## src/hdl/rwlt_ram.sv

```systemverilog
// Generic single-port-write, single-read synchronous RAM with registered read.
// No dependencies.
module rwlt_ram #(
   parameter int WIDTH = 8,
   parameter int DEPTH = 16
) (
   input  logic                     clock,
   input  logic                     wr_en,
   input  logic [$clog2(DEPTH)-1:0] wr_addr,
   input  logic [WIDTH-1:0]         wr_data,
   input  logic [$clog2(DEPTH)-1:0] rd_addr,
   output logic [WIDTH-1:0]         rd_data
);
   logic [WIDTH-1:0] mem [DEPTH];
   logic [WIDTH-1:0] rd_data_ff;

   always_ff @(posedge clock) begin
      if (wr_en) begin
         mem[wr_addr] <= wr_data;
      end
      rd_data_ff <= mem[rd_addr];
   end

   assign rd_data = rd_data_ff;
endmodule

```

## config.mk

```make
export PLATFORM = sky130hd
export DESIGN_NAME = rwlt_ram
export DESIGN_NICKNAME = d
export VERILOG_FILES = /design/src/hdl/rwlt_ram.sv
export SDC_FILE = /design/constraint.sdc
export NUM_CORES = 1
export LEC_CHECK = 0
export BUFFER_PORTS_ARGS = -buffer_cell sky130_fd_sc_hd__buf_2
export CAP_MARGIN = 20
export CORE_AREA = 3 3 102 104
export CTS_CLUSTER_SIZE = 24
export DETAILED_ROUTE_END_ITERATION = 10
export DIE_AREA = 0 0 105 107
export PLACE_DENSITY_LB_ADDON = 0.1
export SKIP_LAST_GASP = 1
export SLEW_MARGIN = 30
export SYNTH_ARGS = -nofsm -noshare
export SYNTH_HDL_FRONTEND = slang
export SYNTH_SLANG_ARGS = --single-unit
```

## constraint.sdc

```tcl
create_clock -name clock -period 1.5 [get_ports clock]
set_clock_uncertainty 0.1 [all_clocks]
set_input_delay 0.075 -clock clock [delete_from_list [all_inputs] [get_ports clock]]
set_output_delay 0.075 -clock clock [all_outputs]
set_load 0.05 [all_outputs]
```

==> results of run 1 <==
## registers in the layout (all words and copies together), names as in the netlist
name and cells:
mem 128, rd_data 8
## worst max-delay path, stage by stage (launching register included)
cell and delay (ns):
sky130_fd_sc_hd__edfxtp_1 0.38, sky130_fd_sc_hd__mux4_1 0.53, sky130_fd_sc_hd__a22oi_1 0.24, sky130_fd_sc_hd__nand2_1 0.08
## cells in the mapped netlist (all sizes together)
| cell | count | share of area, % |
|---|---|---|
| and2b | 1 | 0.15 |
| nand2 | 9 | 0.66 |
| and2 | 1 | 0.12 |
| mux4 | 32 | 15 |
| nand2b | 2 | 0.24 |
| nand3b | 2 | 0.29 |
| a22oi | 16 | 2.3 |
| buf | 7 | 1.1 |
| dfxtp | 8 | 3.1 |
| nand3 | 1 | 0.097 |
| clkdlybuf4s25 | 3 | 0.58 |
| nor3 | 4 | 0.39 |
| nor2b | 1 | 0.12 |
| edfxtp | 128 | 75 |
| nor2 | 13 | 0.95 |
| or3b | 1 | 0.17 |
## area by class of cell
cell class / count / area (µm²)
Multi-Input combinational cell: 83 / 1070
Clock buffer: 21 / 439
Fill cell: 676 / 3440
Tap cell: 133 / 166
Clock inverter: 11 / 103
Sequential cell: 136 / 4000
Timing Repair Buffer: 56 / 415
## layout by cell type, fill, tap and decap left out, types with 6 or more instances in the layout
cell,instances
sky130_fd_sc_hd__mux4_1,14
sky130_fd_sc_hd__nand2_1,9
sky130_fd_sc_hd__mux4_2,18
sky130_fd_sc_hd__dfxtp_1,8
sky130_fd_sc_hd__clkinvlp_4,6
sky130_fd_sc_hd__buf_2,25
sky130_fd_sc_hd__clkbuf_16,16
sky130_fd_sc_hd__dlygate4sd3_1,8
sky130_fd_sc_hd__a22oi_1,15
sky130_fd_sc_hd__buf_4,20
sky130_fd_sc_hd__edfxtp_1,128
sky130_fd_sc_hd__nor2_1,13
## layer usage
layer  part of all wire (%)  up-vias  global-route usage, %
met3                    6.8        4                   4.33
met4                   0.68        0                   6.84
met1                     43     1259                   26.7
li1                       -     1106                      -
met5                      0        -                      0
met2                     49       73                   30.1
## kinds of logic after synthesis
kind of cell	count (synthesis)	synth area share (%)
buf+inv	10	1.68
flops	136	77.8
simple gates	35	3.18
compound gates	16	2.33
mux	32	15.0
## final timing paths
check / endpoint / slack [ns] / depth (start not counted)
max reg2reg: rd_data[2] / 0.07 / 3
min: mem[0][7] / 0.04 / 3
max: rd_data[2] / 0.07 / 3
min reg2reg: rd_data[2] / 0.58 / 3
## timing repair
| action | 4_1_cts | 5_1_grt |
|---|---|---|
| hold endpoints to repair | 128 | 0 |
| setup endpoints to repair | 0 | 1 |
| gates resized for setup | 0 | 1 |
| hold buffers | 8 | 0 |
## per-stage QoR
| stage | utilization (%) | hold slack [ns] |
|---|---|---|
| floorplan | - | 0.0739 |
| global placement | 57.8 | 0.367 |
| detailed placement | 57.8 | 0.371 |
| CTS | 64.2 | 0.0200 |
| global route | 64.3 | 0.0433 |
| finish | 64.3 | 0.0376 |
## power by group through the flow
stage | Combinational (µW) | Sequential [µW] | Clock, µW
floorplan | 216 | 4430 | 0
CTS | 508 | 4280 | 3750
finish | 501 | 4280 | 3710
global route | 537 | 4280 | 3930
detailed placement | 493 | 4360 | 0
global placement | 481 | 4360 | 0
==> reports/results.txt, run 1 <==
die area: 11,200 µm²
FP Rows: 36
Comb power frac: 5.9%
maximum number of pins on one net before global-route repair: 33
GP Congestion: 0.723
Top Ports: 26
max_slew headroom: 44.4%
post-route setup TNS: 0 ns
IR Drop Worst-Case VDD: 0.693 mV
TritonCTS clock tree: done
ant diodes: 0
Worst-Margin Slew: 0.833 ns
clock network fraction of design power: 43.7%
aggregate global routing overflow: 0
share of final-layout standard cells stronger than drive strength 1: 31.9%
router iterations before antenna repair: 4
fin area: 6190 µm²
half-perimeter wire length after detailed placement: 6280 µm
source of the worst register-to-register timing path: mem[4][2]
internal cell power: 6680 µW
Switch Pwr: 1810 µW
proportion of power drawn by flip-flops and latches: 50.4%
Die X-Extent: 105 µm
average instance area after synthesis: 22.5 µm²
total of buffers placed on input and output ports: 25
Critical Setup Path Class: flip-flop to flip-flop
number of standard cells in the final layout excluding fillers: 440
hold violation count in the final report: 0
H-tree depth: 4
Placed Instance Area: 5570 µm²
gate count after technology mapping: 229
number of warnings reported in the yosys synthesis log: 0
count of nets left with antenna violations after detail routing: 0
Max Slew Vio Count: 0
average vias per placed instance: 5.55
launching element type of the critical path: flip-flop
largest fanout of any net on the critical path: 1
worst hold path class: primary input to flip-flop
highest clock rate: 699 MHz
max cap viols: 0
starting utilization of the core area: 53.4%
sinks on the clock net: 136
Hold Startpoint: wr_addr[0]
TritonCTS Buffers: 17
switching fraction of total power: 21.3%
cell area after synthesis: 5150 µm²
Final setup viols: 0
post-synthesis sequential area ratio: 77.8%
total wire length after detailed routing: 9970 µm
power per unit of standard cell area: 1370 nW/µm²
latest clock arrival within the worst-skew pair: 0.51 ns
wire length of the first global-routing pass: 15,100 µm
instance count after placement with tap cells included: 400
wire length per cell: 22.7 µm
total chip power: 8480 µW
startpoint of the most critical setup path: mem[4][2]
unrepaired setup endpoints after global routing: false
Post-CTS Setup Inserts: 0
total routing resource utilization after global routing: 19.1%
maximum clock insertion buffer count: 2
time the final worst path needs with I/O delays and setup: 1.43 ns
Layout Area Growth over Synthesis: 20.3%
clk root buf: sky130_fd_sc_hd__clkbuf_8
register clock-pin slew on the reported worst setup and hold paths: 0.06 ns
worst setup slack after layout: 0.0697 ns
outcome: finished, final reports clean
Mapped Nets: 247
number of nets in the layout: 312
post-placement setup slack: -0.143 ns
Die Height: 107 µm
Unique masters post-synth: 19
worst endpoint required time: 1.80 ns
synthesized flop and latch total: 136
leakage power figure: 0.00211 µW
CP Capture Type: flip-flop
portion of the clock cycle consumed by the worst path in the final layout: 95.4%
number of antenna violations at the first check in global routing: 0
drt first-iter violations: 159
# DRC: 0
Arrival @ worst endpoint: 1.73 ns
number of global-route vias before repair: 2,553
area of the core: 9640 µm²
DR vias: 2,442
Power figures use the tool's default switching activity.
==> run 2: changes to the inputs <==
Settings changed: CORE_AREA 3 3 102 104 to 3 3 97 99, DIE_AREA 0 0 105 107 to 0 0 100 102.
Clock period 1.5 ns to 1.41 ns, I/O delays scaled along.
==> reports/results.txt, run 2 (same netlist as run 1, synthesis figures left out) <==
outcome: finished, violations left
violated checks: setup timing
Layout Area Growth over Synthesis: 22.3%
# DRC: 0 (unchanged)
Die X-Extent: 100 µm (-4.8%)
max FFs per register: 128 (unchanged)
met2 routed wirelength: 4950 µm (+1.2%)
total area of multi-input combinational cells: 1070 µm² (+0.59%)
TritonCTS clock tree: done
wire length per cell: 23.6 µm (+4.1%)
number of antenna violations at the first check in global routing: 0 (unchanged)
Arrival @ worst endpoint: 1.73 ns (about the same)
die area: 10,200 µm² (-9.2%)
highest routed layer: met4
time the final worst path needs with I/O delays and setup: 1.43 ns (-0.000148 ns)
Worst-Margin Slew: 0.873 ns (+0.0398 ns)
source of the worst register-to-register timing path: mem[3][6]
fill cell instance count of the final layout: 520 (-23%)
Worst Hold Slack: 0.0580 ns (+0.0204 ns)
share of final-layout standard cells stronger than drive strength 1: 36.1% (+4.2 points)
wire length of the first global-routing pass: 15,400 µm (+2.0%)
maximum clock insertion buffer count: 2 (unchanged)
IR Drop Worst-Case VDD: 0.978 mV (+41%)
total of buffers placed on input and output ports: 25 (unchanged)
most common cell after layout, fill and taps aside: sky130_fd_sc_hd__edfxtp_1
final core utilization: 72.9% (+8.6 points)
number of global-route vias before repair: 2,593 (+1.6%)
aggregate global routing overflow: 0 (unchanged)
worst setup slack after layout: -0.0202 ns (-0.0899 ns)
unrepaired setup endpoints after global routing: true
drt first-iter violations: 188 (+18%)
total wire length after detailed routing: 9930 µm (-0.44%)
largest register by flop count: mem
average vias per placed instance: 5.88 (+6.0%)
hold violation count in the final report: 0 (unchanged)
power per unit of standard cell area: 1510 nW/µm² (+10%)
Die Height: 102 µm (-4.7%)
amount of wire on met3 after detailed routing: 465 µm (-32%)
RR Endpoint: rd_data[6]
count of nets left with antenna violations after detail routing: 0 (unchanged)
launching element type of the critical path: flip-flop
met1 wire length: 4380 µm (+1.2%)
clk root buf: sky130_fd_sc_hd__clkbuf_8
most used cells in the layout excluding fill and tap cells: 128 x sky130_fd_sc_hd__edfxtp_1, 25 x sky130_fd_sc_hd__buf_2, 23 x sky130_fd_sc_hd__mux4_2, 22 x sky130_fd_sc_hd__buf_4, 16 x sky130_fd_sc_hd__clkbuf_16
number of nets in the layout: 318 (+1.9%)
Critical Setup Path Class: flip-flop to flip-flop
max cap viols: 0 (unchanged)
router iterations before antenna repair: 4 (unchanged)
max_slew headroom: 41.7% (-2.7 points)
GP Congestion: 0.737 (+1.9%)
Top Ports: 26 (unchanged)
TritonCTS Buffers: 17 (unchanged)
largest fanout of any net on the critical path: 1 (unchanged)
Hold Startpoint: rd_addr[1]
minimum setup slack among reg-to-reg paths: -0.02 ns (-0.09 ns)
worst endpoint required time: 1.70 ns (-0.10 ns)
total routing resource utilization after global routing: 21.6% (+2.5 points)
latest clock arrival within the worst-skew pair: 0.51 ns (about the same)
Worst Reg2Reg Path Length in Cells: 3 (unchanged)
H-tree depth: 4 (unchanged)
Reg area: 4000 µm² (unchanged)
ant diodes: 0 (unchanged)
CP Capture Type: flip-flop
DR vias: 2,476 (+1.4%)
sinks on the clock net: 136 (unchanged)
leakage power figure: 0.00217 µW (+2.6%)
FP Rows: 34 (-5.6%)
total chip power: 9500 µW (+12%)
half-perimeter wire length after detailed placement: 6010 µm (-4.3%)
portion of the clock cycle consumed by the worst path in the final layout: 101% (+6.1 points)
post-placement setup slack: -0.212 ns (-0.0691 ns)
register clock-pin slew on the reported worst setup and hold paths: 0.06 ns (about the same)
highest clock rate: 699 MHz (about the same)
end of the worst hold path: rd_data[2]
area of the core: 8640 µm² (-10%)
post-route setup TNS: -0.0202 ns (-0.0202 ns)
starting utilization of the core area: 59.6% (+6.2 points)
maximum number of pins on one net before global-route repair: 24 (-27%)
cell depth of the worst min-delay path: 5 (+2)
Max Slew Vio Count: 0 (unchanged)
worst hold path class: primary input to flip-flop
Final setup viols: 1 (+1)
[run 2: worst max path at each step]
stage	from	to	cells after the start	slack, ns
2_1_floorplan	wr_addr[2]	mem[3][0]	2	-0.03
3_3_place_gp	rd_addr[0]	rd_data[4]	6	-0.20
6_report	mem[3][6]	rd_data[6]	3	-0.02
5_1_grt	mem[3][6]	rd_data[6]	3	-0.03
4_1_cts	mem[3][6]	rd_data[6]	3	-0.03
3_5_place_dp	rd_addr[0]	rd_data[4]	5	-0.21
[run 2: timing repair]
item                                    CTS  global route
endpoints found under the setup margin    5             6
resized for setup                         7             4
pin swaps                                 2             3
hold buffers                             10             0
cloned                                    0             0
hold endpoints to repair                132             0
buffers inserted                          0             0
[run 2: layout make-up]
class                   count  share of cell area [%]
multi-input cells          83                    17.1
repair buffers             62                    7.79
clock inverters            13                    2.72
flip-flops and latches    136                    63.6
well taps                 108                    2.15
clock buffers              19                    6.70
[run 2: where the power goes]
part / total, µW / internal [µW] / switching [µW]
sequential: 4550 / 4520 / 30.0
clock: 4380 / 2720 / 1660
combinational: 568 / 230 / 338
[run 2: through the flow]
step / cells / cell area (µm²)
2_1_floorplan: 229 / 5150
3_3_place_gp: 379 / 5590
6_report: 421 / 6300
4_1_cts: 421 / 6300
3_5_place_dp: 379 / 5590
5_1_grt: 421 / 6300
[run 2: worst max-delay path, stage by stage, from the launching register on]
cell                       delay (ns)
sky130_fd_sc_hd__edfxtp_1        0.39
sky130_fd_sc_hd__mux4_2          0.52
sky130_fd_sc_hd__a22oi_2         0.21
sky130_fd_sc_hd__nand2_1         0.09
[run 2: metal layers]
metal,track usage (%),vias up
li1,-,1109
met1,30.6,1291
met2,33.4,67
met3,5.73,9
met4,7.98,0
met5,0,-
==> run 3: changes to the inputs <==
Settings changed: BUFFER_PORTS_ARGS -buffer_cell sky130_fd_sc_hd__buf_2 to default, DONT_BUFFER_PORTS from default to 1, PLACE_DENSITY from default to 0.75, PLACE_DENSITY_LB_ADDON 0.1 to default.
==> reports/results.txt, run 3 (same netlist as run 1, synthesis figures left out) <==
outcome: finished, violations left
violated checks: hold timing
number of standard cells in the final layout excluding fillers: 393 (-6.7%)
post-placement setup slack: -0.0645 ns (+0.148 ns)
met1 routing resource usage after global routing: 26.6% (-4.0 points)
die area: 10,200 µm² (unchanged)
time the final worst path needs with I/O delays and setup: 1.40 ns (-0.0350 ns)
leakage power figure: 0.00199 µW (-8.0%)
Worst-Margin Slew: 0.785 ns (-0.0873 ns)
wire length per cell: 23.5 µm (-0.36%)
number of nets in the layout: 290 (-8.8%)
worst hold path class: primary input to flip-flop
# DRC: 0 (unchanged)
most used routing layer: met2
largest register by flop count: mem
switching fraction of total power: 20.6% (-0.79 points)
startpoint of the most critical setup path: mem[1][5]
highest clock rate: 717 MHz (+2.5%)
latest clock arrival within the worst-skew pair: 0.50 ns (about the same)
TritonCTS clock tree: done
largest fanout of any net on the critical path: 1 (unchanged)
max FFs per register: 128 (unchanged)
Die Height: 102 µm (unchanged)
fill cell instance count of the final layout: 526 (+1.2%)
total of buffers placed on input and output ports: 0 (-100%)
number of global-route vias before repair: 2,572 (-0.81%)
CP Capture Type: flip-flop
worst setup slack after layout: 0.0148 ns (+0.0350 ns)
maximum number of pins on one net before global-route repair: 33 (+38%)
count of nets left with antenna violations after detail routing: 0 (unchanged)
Post-CTS Setup Inserts: 0 (unchanged)
router iterations before antenna repair: 4 (unchanged)
number of antenna violations at the first check in global routing: 0 (unchanged)
register clock-pin slew on the reported worst setup and hold paths: 0.06 ns (about the same)
aggregate global routing overflow: 0 (unchanged)
clk root buf: sky130_fd_sc_hd__clkbuf_8
FP Rows: 34 (unchanged)
most common cell after layout, fill and taps aside: sky130_fd_sc_hd__edfxtp_1
Critical Setup Path Class: flip-flop to flip-flop
max_slew headroom: 47.5% (+5.7 points)
proportion of power drawn by flip-flops and latches: 52.0% (+4.1 points)
starting utilization of the core area: 59.6% (unchanged)
half-perimeter wire length after detailed placement: 5670 µm (-5.7%)
met3 usage: 5.53% (-0.20 points)
Arrival @ worst endpoint: 1.68 ns (-0.05 ns)
share of final-layout standard cells stronger than drive strength 1: 30.5% (-5.6 points)
DR vias: 2,391 (-3.4%)
ant diodes: 0 (unchanged)
launching element type of the critical path: flip-flop
area of the core: 8640 µm² (unchanged)
Switch Pwr: 1840 µW (-9.4%)
total wire length after detailed routing: 9240 µm (-7.0%)
GRT met2 Usage: 32.3% (-1.1 points)
worst endpoint required time: 1.69 ns (about the same)
drt first-iter violations: 184 (-2.1%)
number of hold buffers added after CTS: 13 (+3)
most used cells in the layout excluding fill and tap cells: 128 x sky130_fd_sc_hd__edfxtp_1, 26 x sky130_fd_sc_hd__mux4_2, 21 x sky130_fd_sc_hd__buf_4, 16 x sky130_fd_sc_hd__clkbuf_16, 13 x sky130_fd_sc_hd__dlygate4sd3_1
sinks on the clock net: 136 (unchanged)
source of the worst register-to-register timing path: mem[1][5]
Top Ports: 26 (unchanged)
Hold Startpoint: rd_addr[1]
Layout Area Growth over Synthesis: 17.4%
Die X-Extent: 100 µm (unchanged)
Worst Hold Slack: -0.229 ns (-0.287 ns)
IR Drop Worst-Case VDD: 0.874 mV (-11%)
total routing resource utilization after global routing: 19.9% (-1.7 points)
max cap viols: 0 (unchanged)
average vias per placed instance: 6.08 (+3.4%)
power per unit of standard cell area: 1480 nW/µm² (-1.9%)
Max Slew Vio Count: 0 (unchanged)
Final setup viols: 0 (-1)
H-tree depth: 4 (unchanged)
internal cell power: 7100 µW (-4.9%)
GP Congestion: 0.763 (+3.6%)
portion of the clock cycle consumed by the worst path in the final layout: 99.0% (-2.5 points)
instance count after placement with tap cells included: 348 (-8.2%)
unrepaired setup endpoints after global routing: true
maximum clock insertion buffer count: 2 (unchanged)
clock network fraction of design power: 44.2% (-1.9 points)
hold violation count in the final report: 8 (+8)
Comb power frac: 3.8% (-2.2 points)
TritonCTS Buffers: 17 (unchanged)
wire length of the first global-routing pass: 14,400 µm (-6.5%)
==> run 3: stage by stage <==
stage | cell area [µm²] | setup TNS [ns] | total power, µW | utilization (%)
final | 6040 | 0 | 8940 | 70.0
after global routing | 6040 | -0.0737 | 9220 | 70.0
after CTS | 6050 | -0.0311 | 8960 | 70.0
after detailed placement | 5360 | -0.140 | 4980 | 62.1
after global placement | 5360 | -0.0263 | 4970 | 62.1
after floorplan | 5150 | -0.719 | 4950 | -
==> run 3: final cells by class <==
class	instances	area, µm²	share of cell area, %
clock inverter	13	105	1.74
sequential	136	4000	66.3
tap	108	135	2.24
multi-input combinational	83	1070	17.7
timing repair buffer	34	288	4.76
clock buffer	19	442	7.31
==> run 3: worst paths after layout <==
path | to | slack (ns) | cells after the start
hold / removal | rd_data[4] | -0.23 | 3
hold reg to reg | rd_data[7] | 0.57 | 3
setup / recovery | rd_data[5] | 0.01 | 3
setup reg to reg | rd_data[5] | 0.01 | 3
==> run 3: power by group through the flow <==
stage	logic [µW]	clock network (µW)	registers, µW
after floorplan	230	0	4720
after global placement	242	0	4730
after detailed placement	245	0	4730
after CTS	334	3980	4650
after global routing	371	4190	4660
final	343	3950	4650
==> run 3: routing by layer <==
metal	vias up	part of all wire, %
li1	1056	-
met1	1264	45
met2	61	50
met3	10	4.5
met4	0	1.2
met5	-	0
==> run 3: critical path, stage by stage, from the launching register on <==
cell	delay (ns)
sky130_fd_sc_hd__edfxtp_1	0.34
sky130_fd_sc_hd__mux4_1	0.49
sky130_fd_sc_hd__a22oi_1	0.25
sky130_fd_sc_hd__nand2_1	0.10
==> run 3: timing repair <==
action | CTS | global route
endpoints found under the setup margin | 4 | 32
gates cloned | 0 | 0
pin swaps | 0 | 5
hold endpoints to repair | 188 | 8
resized for setup | 4 | 13
